--- config.mk ---
export PLATFORM = sky130hd
export DESIGN_NAME = lzwd_cmd_fifo
export DESIGN_NICKNAME = d
export VERILOG_FILES = /design/src/rtl/core/lzwd_pkg.sv /design/src/rtl/core/lzwd_cmd_fifo.sv
export SDC_FILE = /design/constraint.sdc
export NUM_CORES = 1
export LEC_CHECK = 0
export ABC_AREA = 0
export BUFFER_PORTS_ARGS = -buffer_cell sky130_fd_sc_hd__buf_4
export CAP_MARGIN = 15
export CORE_MARGIN = 2
export CORE_UTILIZATION = 38
export CTS_CLUSTER_DIAMETER = 150
export DETAILED_ROUTE_END_ITERATION = 8
export PLACE_DENSITY = 0.68
export SYNTH_ARGS = -nofsm -noshare
export SYNTH_HDL_FRONTEND = slang
export SYNTH_SLANG_ARGS = --single-unit
--- constraint.sdc ---
create_clock -name clk -period 2.6 [get_ports clk]
set_clock_uncertainty 0.1 [all_clocks]
set_input_delay 0.39 -clock clk [delete_from_list [all_inputs] [get_ports clk]]
set_output_delay 0.39 -clock clk [all_outputs]
set_load 0.02 [all_outputs]
--- src/rtl/core/lzwd_pkg.sv ---
// lzwd_pkg: shared types and constants of the lzss window decoder
// no dependencies; used by the queue, front, back and top files and by the bench

package lzwd_pkg;

  // history window
  localparam int unsigned HIST_DEPTH = 4096;
  localparam int unsigned WIN_AW   = $clog2(HIST_DEPTH);
  localparam int unsigned FILL_W   = WIN_AW + 1;
  localparam logic [WIN_AW-1:0] WIN_START = 12'hFEE;

  // data and match fields
  localparam int unsigned BYTE_W    = 8;
  localparam int unsigned LEN_W     = 5;
  localparam logic [LEN_W-1:0] MATCH_MIN = 5'd3;
  localparam int unsigned FLAG_W    = 9;
  localparam int unsigned COUNT_W   = 32;

  // command queue between front and back
  localparam int unsigned CMD_DEPTH = 4;

  typedef enum logic [1:0] {
    CMD_NOP,
    CMD_LIT,
    CMD_MATCH
  } cmd_kind_t;

  typedef struct packed {
    logic                frame;
    cmd_kind_t           kind;
    logic [BYTE_W-1:0]   data;
    logic [WIN_AW-1:0]   pos;
    logic [LEN_W-1:0]    len;
  } cmd_t;

  typedef enum logic [1:0] {
    PH_TOKEN,
    PH_LIT,
    PH_MLOW,
    PH_MHIGH
  } fe_phase_t;

  typedef enum logic {
    BE_IDLE,
    BE_COPY
  } be_state_t;

endpackage

--- src/rtl/core/lzwd_cmd_fifo.sv ---
// lzwd_cmd_fifo: short command queue between parser and copy engine
// depends on lzwd_pkg (cmd_t)

module lzwd_cmd_fifo #(
  parameter int unsigned DEPTH = lzwd_pkg::CMD_DEPTH
) (
  input  logic            clk,
  input  logic            rst_n,
  input  logic            push,
  input  lzwd_pkg::cmd_t  wdata,
  output logic            full,
  input  logic            pop,
  output logic            rvalid,
  output lzwd_pkg::cmd_t  rdata
);

  localparam int unsigned AW = (DEPTH > 1) ? $clog2(DEPTH) : 1;
  localparam int unsigned CW = $clog2(DEPTH + 1);

  lzwd_pkg::cmd_t  mem_r [DEPTH];
  logic [AW-1:0]   wr_ptr_r, wr_ptr_nxt;
  logic [AW-1:0]   rd_ptr_r, rd_ptr_nxt;
  logic [CW-1:0]   count_r, count_nxt;

  always_comb begin
    wr_ptr_nxt = wr_ptr_r;
    rd_ptr_nxt = rd_ptr_r;
    count_nxt  = count_r;
    if (push) begin
      wr_ptr_nxt = (wr_ptr_r == AW'(DEPTH - 1)) ? '0 : wr_ptr_r + 1'b1;
    end
    if (pop) begin
      rd_ptr_nxt = (rd_ptr_r == AW'(DEPTH - 1)) ? '0 : rd_ptr_r + 1'b1;
    end
    if (push && !pop) begin
      count_nxt = count_r + 1'b1;
    end else if (pop && !push) begin
      count_nxt = count_r - 1'b1;
    end
  end

  always_ff @(posedge clk) begin
    if (!rst_n) begin
      wr_ptr_r <= '0;
      rd_ptr_r <= '0;
      count_r  <= '0;
    end else begin
      wr_ptr_r <= wr_ptr_nxt;
      rd_ptr_r <= rd_ptr_nxt;
      count_r  <= count_nxt;
    end
  end

  always_ff @(posedge clk) begin
    if (push) begin
      mem_r[wr_ptr_r] <= wdata;
    end
  end

  assign full   = (count_r == CW'(DEPTH));
  assign rvalid = (count_r != '0);
  assign rdata  = mem_r[rd_ptr_r];

endmodule

## Word-level counts from Yosys, hierarchy flattened

Memory sizes are Yosys's and may differ from the RTL's. A register that Yosys moved wholly into a read port is not among the register bits.
Index checks and enable logic that the tools add are counted.

- Register bits: 7
- Latch bits: 0
- Bits in writable memories: 112
- Memory bits (read-only): 0
- Logic and storage cells: 25
- Memories kept: 1

Memory list:

| memory | depth | bits a word | rd ports | clocked after Yosys merged registers in | wr ports | RTL line | RTL |
|---|---|---|---|---|---|---|---|
| mem_r | 4 | 28 | 1 | 1 | 1 | lzwd_cmd_fifo.sv:20 | `lzwd_pkg::cmd_t mem_r [DEPTH];` |

- Add/subtract/negate cells: 4
- $mul: 0
- Divide/modulo/power cells: 0
- Magnitude comparators: 0
- Equal/unequal tests: 3
- Shift operators: 0
- Multiplexer cells: 8
- Bitwise operators: 0
- Reduce and logical (&&, ||, !) cells: 6

Operators by type and width:

| operator | count |
|---|---|
| 2-to-1 mux 2 bit | 4 |
| 2-to-1 mux 3 bit | 2 |
| adder 2 x 1 -> 2 bit (second input constant) | 2 |
| equality test 2 bit (second input constant) | 2 |
| adder 3 x 1 -> 3 bit (second input constant) | 1 |
| equality test 3 bit (second input constant) | 1 |
| nonzero test 3 bit | 1 |
| subtractor 3 x 1 -> 3 bit (second input constant) | 1 |
| logical AND 1 bit | 2 |
| zero test 1 bit | 2 |
| 2-to-1 mux 1 bit | 2 |
| nonzero test 2 bit | 1 |

## Logic depth before layout (Yosys ltp)

- Depth in word-level cells: 4
- Gate-level depth with buffers: 7

## Least setup slack after synthesis

No wires, ideal clock.

- Path type: input port to flip-flop
- Start point: input pop
- End point: register count_r[2]
- Library setup time: 0.076 ns
- Arrival: 1.594 ns
- Data required time: 2.424 ns
- Slack: 0.831 ns
- Stages on the path: 7
- Cells stage by stage: inv_1 ha_1 inv_1 fa_1 xor2_1 or3_1 a21boi_0

- Longest elaborated chain between the ends: 3

Ends and longest elaborated chain:

| what | RTL line | RTL |
|---|---|---|
| start: declaration | lzwd_cmd_fifo.sv:12 | `input logic pop,` |
| zero test 1 bit | lzwd_cmd_fifo.sv:35 | `if (push && !pop) begin` |
| logical AND 1 bit | lzwd_cmd_fifo.sv:35 |  |
| 2-to-1 mux 3 bit or nonzero test 2 bit (tied branches) | n/a |  |
| end signal: assignment | lzwd_cmd_fifo.sv:50 | `count_r <= count_nxt;` |
| end: declaration | lzwd_cmd_fifo.sv:23 | `logic [CW-1:0] count_r, count_nxt;` |

Several ways; a longest one is shown, not always the timed one.
A chain may end at the register's enable or synchronous reset.

==> reports/results.txt <==
global-route wire length before repair -> 11900 µm
post-CTS setup buffer count -> 0
WL per Instance -> 17.9 µm
R2R Path Start -> wr_ptr_r[0]
Hold Crit Class -> input port to flop
adder-cell share of the synthesized area -> 2.09%
RSZ-0062 raised after global routing -> false
CTS Buf Count -> 17
Die H -> 113 µm
Sw Ratio -> 21.8%
HPWL Detailed -> 4540 µm
Compound-Gate Fraction of Synth Area -> 0.440%
yosys warns -> 0
Synth Instances -> 190
Post-Synth XOR/XNOR Area -> 0.385%
CTS clock-pin slew for the worst setup and hold paths -> 0.05 ns
synth unique cells -> 22
Via density -> 4.88
Mapped Area -> 4550 µm²
DIE AREA -> 12900 µm²
CP required -> 2.11 ns
GRT Util Overall -> 12.9%
simple-gate share of the synthesized area -> 2.01%
vias in the first global route -> 2270
worst path cell trace -> buf_12, mux4_1, buf_4
sequential share of the synthesized area -> 77.9%
clock sink count -> 121
WHS -> 0.0910 ns
Fillers -> 918
core area -> 11600 µm²
final setup violation count -> 0
Core Rows -> 39
post-synthesis mux area share -> 15.4%
CTS tree -> done
NetSw -> 1.10 mW
Slew @ Worst Pin -> 0.784 ns
Worst Path Max Fanout -> 28
syn avg cell area -> 23.9 µm²
type of origin of the critical path -> flop
leakage -> 2.02 nW
layout cell share with drive strength beyond 1 -> 42.9%
initial drt markers -> 74
Seq pwr share -> 44.7%
Final min period -> 2.25 ns
crit path DAT -> 1.76 ns
GRT overflow -> 0
clock power share -> 46.0%
Root Buffer -> clkbuf_16
total number of vias -> 2064
Int Power -> 3.97 mW
largest family of logic cells by synthesized area -> multiplexers
initial antenna violation count -> 0
Final Cycle Share -> 86.5%
Worst VDD drop -> 0.000404 V
Worst Setup End Kind -> primary output
Max H-tree Level -> 4
Hold Vio Cnt, Final -> 0
Layout Nets -> 306
Routed Antenna Nets -> 0
# port buffers -> 61
Area growth, synth to finish -> 27.0%
Total Wirelength -> 7560 µm
gpl congestion -> 0.675
cts-stage hold buffer count -> 0
CTS resizes -> 0
Clock Path Buffers -> 2
pwr/cell area -> 878 nW/µm²
maxcap violations -> 0
largest net degree at the start of global routing -> 29
CP max stage cell -> mux4_1
clock latency on the worst-skew pair -> 0.40 ns
Hold Crit Start -> wdata[10]
Pre-Repair DR Iteration Count -> 4
CP Class -> flop to primary output
io pins -> 62
status -> finished clean
Ant. Diodes -> 0
CP max stage delay -> 0.61 ns
Slew HR -> 47.8%
Setup TNS -> 0 ns
# DRC -> 0
post-synthesis net count -> 229
die width -> 113 µm
Starting Density -> 39.3%
f_max -> 444 MHz
Final Max Tran Viols -> 0
share of total power in combinational logic -> 9.4%
flops & latches, synth -> 121
-- sequential cells by signal (all words and copies together), names as in the netlist, named ones only --
| register | cells |
|---|---|
| mem_r | 112 |
| wr_ptr_r | 2 |
| rd_ptr_r | 2 |
| count_r | 3 |
-- metrics by stage --
| stage | setup WS (ns) | utilization [%] | std cells | total power, mW | cell area, µm² |
|---|---|---|---|---|---|
| floorplan | 0.831 | - | 190 | 2.58 | 4550 |
| global placement | 0.667 | 44.7 | 391 | 2.78 | 5170 |
| detailed placement | 0.570 | 44.7 | 391 | 2.79 | 5170 |
| CTS | 0.303 | 50.0 | 423 | 5.14 | 5780 |
| global route | 0.262 | 50.0 | 423 | 5.27 | 5780 |
| finish | 0.350 | 50.0 | 423 | 5.07 | 5780 |
-- final timing paths --
kind | slack [ns] | cells past startpoint | to
max | 0.35 | 3 | rdata[22]
max reg2reg | 0.85 | 4 | mem_r[0][6]
min | 0.09 | 1 | mem_r[3][10]
min reg2reg | 0.42 | 2 | count_r[2]
-- worst max-delay path: cells and delay by family, from the launching register on --
kind,cells,cell delay (ns)
DFF,1,0.33
muxes,1,0.61
buffers and inverters,2,0.42
-- synthesized netlist by cell type, drive strengths merged --
cell	n	share of area, %
edfxtp	112	74
mux4	28	15
dfxtp	9	4.0
buf	6	1.5
ha	6	1.7
and2	5	0.69
nor2b	5	0.69
inv	4	0.33
mux2i	4	0.88
or3	2	0.27
a21boi	1	0.17
fa	1	0.44
nor2	1	0.082
nor3	1	0.11
nor3b	1	0.17
o21a	1	0.17
o21ai	1	0.11
xnor2	1	0.19
xor2	1	0.19
-- cells by family (layout without fill, tap and decap cells) --
kind of cell,after synthesis,after routing
mux,32,32
xor+xnor,2,2
simple gates,15,15
buf+inv,10,100
fa+ha+maj,7,7
compound gates,3,3
flops,121,121
-- power by group through the flow --
| stage | Sequential [mW] | Clock [mW] | Combinational (mW) |
|---|---|---|---|
| 2_1_floorplan | 2.29 | 0 | 0.292 |
| 3_3_place_gp | 2.30 | 0 | 0.480 |
| 3_5_place_dp | 2.31 | 0 | 0.488 |
| 4_1_cts | 2.27 | 2.38 | 0.490 |
| 5_1_grt | 2.27 | 2.48 | 0.517 |
| 6_report | 2.26 | 2.33 | 0.476 |
-- per-layer routing --
| metal | global-route usage (%) | part of all wire [%] |
|---|---|---|
| met5 | 0 | 0 |
| met4 | 4.39 | 0.79 |
| met3 | 5.63 | 6.0 |
| met1 | 15.2 | 40 |
| met2 | 21.2 | 53 |
-- cells in the final DEF (no fill, tap or decap), types with 3 or more instances in the layout --
| master | n |
|---|---|
| bufinv_16 | 3 |
| clkinvlp_4 | 4 |
| mux2i_1 | 4 |
| dfxtp_1 | 7 |
| clkbuf_16 | 17 |
| inv_1 | 4 |
| edfxtp_1 | 112 |
| nor2b_1 | 5 |
| mux4_2 | 20 |
| ha_1 | 6 |
| mux4_1 | 8 |
| buf_4 | 62 |
| and2_2 | 4 |
| clkinv_4 | 3 |
-- area by class of cell --
| class | instances | area, µm² | area share [%] |
|---|---|---|---|
| inverters | 4 | 15.0 | 0.260 |
| clock buffers | 17 | 425 | 7.36 |
| repair buffers | 64 | 505 | 8.75 |
| clock inverters | 15 | 176 | 3.05 |
| flip-flops and latches | 121 | 3550 | 61.4 |
| well taps | 143 | 179 | 3.10 |
| multi-input cells | 59 | 930 | 16.1 |
Power figures use the tool's default switching activity.
