<file path="src/rtl/core/lzwd_pkg.sv">
// lzwd_pkg: shared types and constants of the lzss window decoder
// no dependencies; used by the queue, front, back and top files and by the bench

package lzwd_pkg;

  // history window
  localparam int unsigned HIST_DEPTH = 4096;
  localparam int unsigned WIN_AW   = $clog2(HIST_DEPTH);
  localparam int unsigned FILL_W   = WIN_AW + 1;
  localparam logic [WIN_AW-1:0] WIN_START = 12'hFEE;

  // data and match fields
  localparam int unsigned BYTE_W    = 8;
  localparam int unsigned LEN_W     = 5;
  localparam logic [LEN_W-1:0] MATCH_MIN = 5'd3;
  localparam int unsigned FLAG_W    = 9;
  localparam int unsigned COUNT_W   = 32;

  // command queue between front and back
  localparam int unsigned CMD_DEPTH = 4;

  typedef enum logic [1:0] {
    CMD_NOP,
    CMD_LIT,
    CMD_MATCH
  } cmd_kind_t;

  typedef struct packed {
    logic                frame;
    cmd_kind_t           kind;
    logic [BYTE_W-1:0]   data;
    logic [WIN_AW-1:0]   pos;
    logic [LEN_W-1:0]    len;
  } cmd_t;

  typedef enum logic [1:0] {
    PH_TOKEN,
    PH_LIT,
    PH_MLOW,
    PH_MHIGH
  } fe_phase_t;

  typedef enum logic {
    BE_IDLE,
    BE_COPY
  } be_state_t;

endpackage

</file>
<file path="src/rtl/core/lzwd_in_if.sv">
// lzwd_in_if: compressed byte channel, valid/ready handshake
// depends on nothing

interface lzwd_in_if;
  logic       valid;
  logic       ready;
  logic [7:0] in_byte;
  logic       frame_start;

  modport source (output valid, output in_byte, output frame_start, input ready);
  modport sink   (input valid, input in_byte, input frame_start, output ready);
endinterface

</file>
<file path="src/rtl/core/lzwd_front.sv">
// lzwd_front: takes compressed bytes, tracks flag bits and match tokens,
// and queues literal, match and frame commands; depends on lzwd_pkg, lzwd_in_if

module lzwd_front (
  input  logic            clk,
  input  logic            rst_n,
  input  logic            cfg_we,
  input  logic            cfg_freeze,
  input  logic            len_zero,
  lzwd_in_if.sink         in_ch,
  input  logic            q_full,
  output logic            push,
  output lzwd_pkg::cmd_t  cmd
);

  lzwd_pkg::fe_phase_t                  phase_r, phase_nxt, phase_b;
  logic [lzwd_pkg::FLAG_W-1:0]          flag_r, flag_nxt, flag_b;
  logic [lzwd_pkg::BYTE_W-1:0]          low_r, low_nxt, low_b;
  logic                                 frozen_r, frozen_b;
  logic                                 accept;
  logic [lzwd_pkg::BYTE_W-1:0]          b;

  assign in_ch.ready = !q_full;
  assign accept      = in_ch.valid && in_ch.ready;
  assign b           = in_ch.in_byte;

  // a frame start clears the parser before the byte is looked at
  assign phase_b = in_ch.frame_start ? lzwd_pkg::PH_TOKEN : phase_r;
  assign flag_b  = in_ch.frame_start ? '0 : flag_r;
  assign low_b   = in_ch.frame_start ? '0 : low_r;

  // stream with its count already at the length: bytes leave the parser as is
  assign frozen_b = in_ch.frame_start ? len_zero : frozen_r;

  // next state
  always_comb begin
    phase_nxt = phase_b;
    flag_nxt  = flag_b;
    low_nxt   = low_b;
    unique case (phase_b)
      lzwd_pkg::PH_TOKEN: begin
        if (flag_b[lzwd_pkg::FLAG_W-1:1] == '0) begin
          // new flag byte under a marker bit, first decision consumed now
          flag_nxt  = {2'b01, b[7:1]};
          phase_nxt = b[0] ? lzwd_pkg::PH_LIT : lzwd_pkg::PH_MLOW;
        end else begin
          flag_nxt = flag_b >> 1;
          if (!flag_b[0]) begin
            low_nxt   = b;
            phase_nxt = lzwd_pkg::PH_MHIGH;
          end
        end
      end
      lzwd_pkg::PH_LIT: begin
        phase_nxt = lzwd_pkg::PH_TOKEN;
      end
      lzwd_pkg::PH_MLOW: begin
        low_nxt   = b;
        phase_nxt = lzwd_pkg::PH_MHIGH;
      end
      lzwd_pkg::PH_MHIGH: begin
        phase_nxt = lzwd_pkg::PH_TOKEN;
      end
      default: begin
        phase_nxt = lzwd_pkg::PH_TOKEN;
      end
    endcase
    if (frozen_b) begin
      phase_nxt = phase_b;
      flag_nxt  = flag_b;
      low_nxt   = low_b;
    end
  end

  // command out
  always_comb begin
    cmd.frame = in_ch.frame_start;
    cmd.kind  = lzwd_pkg::CMD_NOP;
    cmd.data  = b;
    cmd.pos   = {b[7:4], low_b};
    cmd.len   = lzwd_pkg::LEN_W'(b[3:0]) + lzwd_pkg::MATCH_MIN;
    unique case (phase_b)
      lzwd_pkg::PH_TOKEN: begin
        if (flag_b[lzwd_pkg::FLAG_W-1:1] != '0 && flag_b[0]) begin
          cmd.kind = lzwd_pkg::CMD_LIT;
        end
      end
      lzwd_pkg::PH_LIT:   cmd.kind = lzwd_pkg::CMD_LIT;
      lzwd_pkg::PH_MLOW:  cmd.kind = lzwd_pkg::CMD_NOP;
      lzwd_pkg::PH_MHIGH: cmd.kind = lzwd_pkg::CMD_MATCH;
      default:            cmd.kind = lzwd_pkg::CMD_NOP;
    endcase
    if (frozen_b) begin
      cmd.kind = lzwd_pkg::CMD_NOP;
    end
    push = accept && (cmd.kind != lzwd_pkg::CMD_NOP || in_ch.frame_start);
  end

  always_ff @(posedge clk) begin
    if (!rst_n) begin
      phase_r <= lzwd_pkg::PH_TOKEN;
      flag_r  <= '0;
      low_r   <= '0;
    end else if (accept) begin
      phase_r <= phase_nxt;
      flag_r  <= flag_nxt;
      low_r   <= low_nxt;
    end
  end

  // length is zero after reset, so the first stream starts frozen
  always_ff @(posedge clk) begin
    if (!rst_n) begin
      frozen_r <= 1'b1;
    end else if (cfg_we) begin
      frozen_r <= cfg_freeze;
    end else if (accept) begin
      frozen_r <= frozen_b;
    end
  end

endmodule

</file>
<file path="src/flat_wrapper.sv">
// flat-port wrapper written by rule: the top's interface ports become plain ports
module lzwd_front_flat 
  (clk, rst_n, cfg_we, cfg_freeze, len_zero, q_full, push, cmd, in_ch_valid, in_ch_in_byte, in_ch_frame_start, in_ch_ready);
  lzwd_in_if in_ch_i ();
  input  logic clk;
  input  logic rst_n;
  input  logic cfg_we;
  input  logic cfg_freeze;
  input  logic len_zero;
  input  logic q_full;
  output logic push;
  output lzwd_pkg::cmd_t cmd;
  input wire logic [$bits(in_ch_i.valid)-1:0] in_ch_valid;
  input wire logic [$bits(in_ch_i.in_byte)-1:0] in_ch_in_byte;
  input wire logic [$bits(in_ch_i.frame_start)-1:0] in_ch_frame_start;
  output wire logic [$bits(in_ch_i.ready)-1:0] in_ch_ready;
  assign in_ch_i.valid = in_ch_valid;
  assign in_ch_i.in_byte = in_ch_in_byte;
  assign in_ch_i.frame_start = in_ch_frame_start;
  assign in_ch_ready = in_ch_i.ready;
  lzwd_front u_core (.clk(clk), .rst_n(rst_n), .cfg_we(cfg_we), .cfg_freeze(cfg_freeze), .len_zero(len_zero), .in_ch(in_ch_i), .q_full(q_full), .push(push), .cmd(cmd));
endmodule
</file>
<file path="config.mk">
export PLATFORM = sky130hd
export DESIGN_NAME = lzwd_front_flat
export DESIGN_NICKNAME = d
export VERILOG_FILES = /design/src/rtl/core/lzwd_pkg.sv /design/src/rtl/core/lzwd_in_if.sv /design/src/rtl/core/lzwd_front.sv /design/src/flat_wrapper.sv
export SDC_FILE = /design/constraint.sdc
export NUM_CORES = 1
export LEC_CHECK = 0
export BUFFER_PORTS_ARGS = -buffer_cell sky130_fd_sc_hd__buf_2
export CAP_MARGIN = 15
export CORE_MARGIN = 10
export CORE_UTILIZATION = 54
export CTS_BUF_LIST = sky130_fd_sc_hd__clkbuf_16
export DETAILED_ROUTE_END_ITERATION = 8
export PLACE_DENSITY = 0.92
export SYNTH_ARGS = -nofsm -noshare
export SYNTH_HDL_FRONTEND = slang
export SYNTH_SLANG_ARGS = --single-unit
export TNS_END_PERCENT = 5
</file>
<file path="constraint.sdc">
create_clock -name clk -period 4.9 [get_ports clk]
set_input_delay 0.245 -clock clk [delete_from_list [all_inputs] [get_ports clk]]
set_output_delay 0.245 -clock clk [all_outputs]
set_load 0.01 [all_outputs]
</file>
* Word level (Yosys, flattened, before mapping) *
Index checks and enable logic that the tools add are counted.

word-level totals
  input port bits = 16
  flip-flop bits (word level) = 20

cells by class
  multiplexer cells = 21
  add/sub/neg operators = 1
  reductions and logical operators = 11
  eq/ne operators = 3

operators with widths
  kind                                            count
  two-way mux 8 bit                               5
  two-way mux 9 bit                               3
  one-hot mux 8 bit (2 select lines)              1
  two-way mux 2 bit                               6
  logical NOT 8 bit                               1
  one-hot mux 2 bit (4 select lines)              1
  nonzero test 8 bit                              1
  one-hot mux 2 bit (3 select lines)              1
  adder 4 x 2 -> 5 bit (second input constant)    1
  == test 2 bit (second input constant)           2
  two-way mux 1 bit                               4
  nonzero test 2 bit                              2
  logical AND 1 bit                               3
  == test 2 x 1 -> 1 bit (second input constant)  1
  logical NOT 2 bit                               1
  OR reduction 2 bit                              1
  logical NOT 1 bit                               1
  logical OR 1 bit                                1

* Logic depth before layout (Yosys ltp) *
  depth after elaboration = 9
  depth in mapped cells = 6
  mapped depth without buffers = 4

* Worst setup path before layout *
OpenSTA, ideal clock, no wires.

  path kind = reg-to-output
  start = register u_core.flag_r[5] in the netlist's numbering
  end = output push
  cell stages (with the launch flop) = 7
  path buffers = 2
  data required time = 4.655 ns
  arrival time = 1.834 ns
  setup slack = 2.821 ns
  cell sequence = dfxtp_1 > or4_1 > buf_2 > o21ai_0 > clkbuf_1 > nor4_1 > o21a_1

between the ends
  longest elaborated chain between the ends = 9

ends and longest elaborated chain
  item                                line                text
  from (decl)                         lzwd_front.sv:17    logic [lzwd_pkg::FLAG_W-1:0] flag_r, flag_nxt, flag_b;
  from (signal assigned)              lzwd_front.sv:106   flag_r <= flag_nxt;
  two-way mux 9 bit                   lzwd_front.sv:29    assign flag_b = in_ch.frame_start ? '0 : flag_r;
  nonzero test 8 bit                  lzwd_front.sv:84    if (flag_b[lzwd_pkg::FLAG_W-1:1] != '0 && flag_b[0]) begin
  logical AND 1 bit                   lzwd_front.sv:84
  two-way mux 1 bit                   lzwd_front.sv:84
  one-hot mux 2 bit (4 select lines)  lzwd_front.sv:82    unique case (phase_b)
  two-way mux 2 bit                   lzwd_front.sv:93    if (frozen_b) begin
  nonzero test 2 bit                  lzwd_front.sv:96    push = accept && (cmd.kind != lzwd_pkg::CMD_NOP || in_ch.frame_start);
  logical OR 1 bit                    lzwd_front.sv:96
  logical AND 1 bit                   lzwd_front.sv:96
  to (decl)                           flat_wrapper.sv:11  output logic push;

Every way passes these cells.

* Final worst setup path *
  start = register u_core.flag_r[1] in the netlist's numbering
  end = output push

Same word-level chain as after synthesis.

==> out/qor.tcl <==
set qor(setup.worst_path.end_class) {output pin}
set qor(power.net_switching_mw) 0.115
set qor(synth_compound_gate_area_share_pct) 29.5
set qor(dieArea_um2) 4960
set qor(layout_min_cycle_time_ns) 2.28
set qor(core-area_um2) 2450
set qor(ctsResizeCount) 0
set qor(htree_levels) 1
set qor(cts-hold-fix-buffers) 0
set qor(layout.cells.most_common) {sky130_fd_sc_hd__buf_2}
set qor(syn_to_final_growth_pct) 14.0
set qor(maxSlewHeadroom_pct) 47.1
set qor(skew_ns) 0.00188
set qor(maxCapViolations) 0
set qor(finalPower_mw) 0.422
set qor(adder_cell_share_of_the_synthesized_area_pct) 0.911
set qor(max_stage_delay_ns) 0.64
set qor(rows) 18
set qor(final_hold_viol_count) 0
set qor(floorplan.io_pins) 46
set qor(synth_top_family_by_area) {compound AO/OA/AOI/OAI gates}
set qor(power_frac_seq_pct) 40.7
set qor(fraction_of_layout_cells_with_a_size_suffix_above_1_pct) 28.2
set qor(worstHoldPathType) {in -> reg}
set qor(tns_ns) 0
set qor(gp_routability_congestion) 0.801
set qor(worst-setup-path-type) {reg -> out}
set qor(post_drt_via_cell_ratio) 5.97
set qor(asyncSetResetFlopFracSynth_pct) 0
set qor(finish.net_count) 213
set qor(synth_simple_gate_area_share_pct) 21.1
set qor(outcome) {completed}
set qor(synth-edff-count) 0
set qor(setup.worst_path.start_class) {flip-flop}
set qor(place_inst) 221
set qor(vias_in_the_first_global_route) 1350
set qor(finalSetupViolations) 0
set qor(grt_max_degree) 23
set qor(ctsRootBufferMaster) {sky130_fd_sc_hd__clkbuf_16}
set qor(worstRegToRegCells) 4
set qor(portBuffers) 45
set qor(syn_area_per_cell_um2) 7.94
set qor(internal_power_mw) 0.307
set qor(path_clk_slew_ns) 0.06
set qor(total_cts_buffers) 3
set qor(part_of_the_total_power_dissipated_in_the_clock_network_pct) 40.4
set qor(number_of_antenna_violations_at_the_first_check_in_global_routing) 0
set qor(power_density_nw_per_um2) 269
set qor(final.period_utilization_pct) 46.4
set qor(drtAntennaViolNets) 0
set qor(final-max-slew-violation-count) 0
set qor(grt_first_pass_wirelength_um) 6080
set qor(timing.critical_path.slowest_stage_cell) {sky130_fd_sc_hd__or4_1}
set qor(antennaDiodeCount) 0
set qor(synthesis.nets) 190
set qor(static-leakage-power_nw) 0.679
set qor(final_design_area_no_fill_um2) 1570
set qor(critical_path_arrival_ns) 2.03
set qor(die_h_um) 70.4
set qor(timing.critical_path.buf_inv) 2
set qor(worst-path-stages) 6
set qor(max-clock-path-buffers) 2
set qor(synth_seq_area_share_pct) 29.1
set qor(cpLargestDelayFamily) {simple AND/OR/NAND/NOR gates}
set qor(dpl_cell_area_um2) 1490
set qor(grt_overflow) 0
set qor(switching_share_of_power_pct) 27.2
set qor(die_width_um) 70.4
set qor(worst_slew_pin_slew_ns) 0.792
set qor(critPathMaxFanout) 12
set qor(num_vias) 1344
set qor(overall_routed_net_length_um) 3670
set qor(drtPass1Iterations) 4
set qor(syn_inst) 173
set qor(gr-usage-all-layers_pct) 14.2
set qor(route.detailed.wl_per_inst_um) 16.3
set qor(yosys_reg_bits) 20
set qor(synthesis.yosys.warnings) 0
set qor(synthesis.area_um2) 1370
set qor(hold-worst-slack_ns) 0.254
set qor(finalNonFillerCells) 225
set qor(post_cts_setup_buffer_count) 0
set qor(tritoncts_num_sinks) 20
set qor(cts_tree) {done}
set qor(clkLatencyLatePin_ns) 0.25
set qor(drtIter0Drc) 123
set qor(post-route-drc-count) 0
set qor(commonest_non_fill_non_tap_cells_in_the_layout) {sky130_fd_sc_hd__buf_2 (45), sky130_fd_sc_hd__dfxtp_1 (20), sky130_fd_sc_hd__inv_1 (11), sky130_fd_sc_hd__nor2_1 (10), sky130_fd_sc_hd__a21oi_1 (9)}
set qor(unrepaired_setup_endpoints_after_global_routing) {false}
set qor(min_path_cells) 3
set qor(effective_utilization_at_floorplan_pct) 56.0
set qor(fmaxAchievable_mhz) 439
set qor(combinational_power_share_pct) 18.9
set qor(post_synth_xor_area_fraction_pct) 1.28
set qor(critical_path.cell_chain) {or4_1 -> o21ai_0 -> buf_4 -> nor4_1 -> o21a_1 -> buf_2}
set qor(postSynth.topFlopCell) {sky130_fd_sc_hd__dfxtp_1}
set qor(max-vdd-ir-drop_mv) 0.236
set qor(detailedPlacementHpwl_um) 2720
set qor(synthDistinctLibCells) 44
set qor(critPathRequiredTime_ns) 4.66
set qor(synth.mux.area_fraction_pct) 3.64
## cell type report
class                   count  area, µm²
clock buffers               3       75.1
repair buffers             46        233
well taps                  30       37.5
multi-input cells         114        776
fillers                   223        888
inverters                  11       41.3
flip-flops and latches     20        400
clock inverters             1       3.75
## tightest hold or removal path, delay by kind of cell
kind | cells | cell delay (ns)
compound gates | 1 | 0.13
buf+inv | 1 | 0.07
simple gates | 1 | 0.03
## through the flow
step	util, %	setup WS (ns)
CTS	63.8	2.64
global route	63.8	2.56
floorplan	-	2.82
finish	63.8	2.62
detailed placement	60.6	2.71
global placement	60.6	2.79
## routing by layer
layer / GRT usage [%] / wire, µm / share of wire, %
met3: 6.21 / 421 / 11
met5: 0 / 0 / 0
met4: 4.61 / 49 / 1.3
met1: 16.3 / 1550 / 42
met2: 22.9 / 1640 / 45
## final timing paths
| check | startpoint | end | slack, ns |
|---|---|---|---|
| max | u_core.flag_r[1] | push | 2.62 |
| min | cfg_freeze | u_core.frozen_r | 0.25 |
| max reg2reg | u_core.flag_r[5] | u_core.low_r[3] | 2.71 |
| min reg2reg | u_core.low_r[0] | u_core.low_r[0] | 0.47 |
## kinds of logic (layout without fill, tap and decap cells)
family,after synthesis,count (layout)
DFF,20,20
buffers and inverters,39,61
xor gates and xnor gates,2,2
adders and majority gates,1,1
AOI/OAI and AO/OA,55,55
and+or+nand+nor,51,51
muxes,5,5
## power by group through the flow
stage / logic, mW / clock network [mW] / registers [mW]
after floorplan: 0.0610 / 0 / 0.171
after global placement: 0.0781 / 0 / 0.175
after detailed placement: 0.0790 / 0 / 0.175
after CTS: 0.0795 / 0.173 / 0.171
after global routing: 0.0884 / 0.176 / 0.172
final: 0.0797 / 0.171 / 0.172
## cells in the mapped netlist (2+ instances only)
cell,n,share of area (%)
sky130_fd_sc_hd__or4_1,2,1.1
sky130_fd_sc_hd__a211oi_1,2,1.1
sky130_fd_sc_hd__o21ai_0,8,2.9
sky130_fd_sc_hd__a22oi_1,8,4.4
sky130_fd_sc_hd__nor2_1,10,2.7
sky130_fd_sc_hd__xnor2_1,2,1.3
sky130_fd_sc_hd__clkbuf_1,12,3.3
sky130_fd_sc_hd__a2111oi_0,3,1.9
sky130_fd_sc_hd__mux2i_1,5,3.6
sky130_fd_sc_hd__a21oi_1,9,3.3
sky130_fd_sc_hd__buf_4,13,7.1
sky130_fd_sc_hd__nor3b_1,3,1.6
sky130_fd_sc_hd__o2bb2ai_1,8,5.1
sky130_fd_sc_hd__nor2b_1,7,3.2
sky130_fd_sc_hd__o211ai_1,5,2.7
sky130_fd_sc_hd__nand3_1,5,1.8
sky130_fd_sc_hd__buf_2,2,0.73
sky130_fd_sc_hd__and3b_1,2,1.3
sky130_fd_sc_hd__nand3b_1,2,1.1
sky130_fd_sc_hd__dfxtp_1,20,29
sky130_fd_sc_hd__inv_1,11,3.0
sky130_fd_sc_hd__nand2b_1,2,0.91
sky130_fd_sc_hd__nand2_1,8,2.2
sky130_fd_sc_hd__o311ai_0,3,1.9
sky130_fd_sc_hd__and3_1,2,0.91
## flip-flops by register name, summed over array words and instances, names as in the netlist
signal           flops
u_core.flag_r        9
u_core.phase_r       2
u_core.low_r         8
u_core.frozen_r      1
No activity file was read; power rests on OpenSTA's default activity.
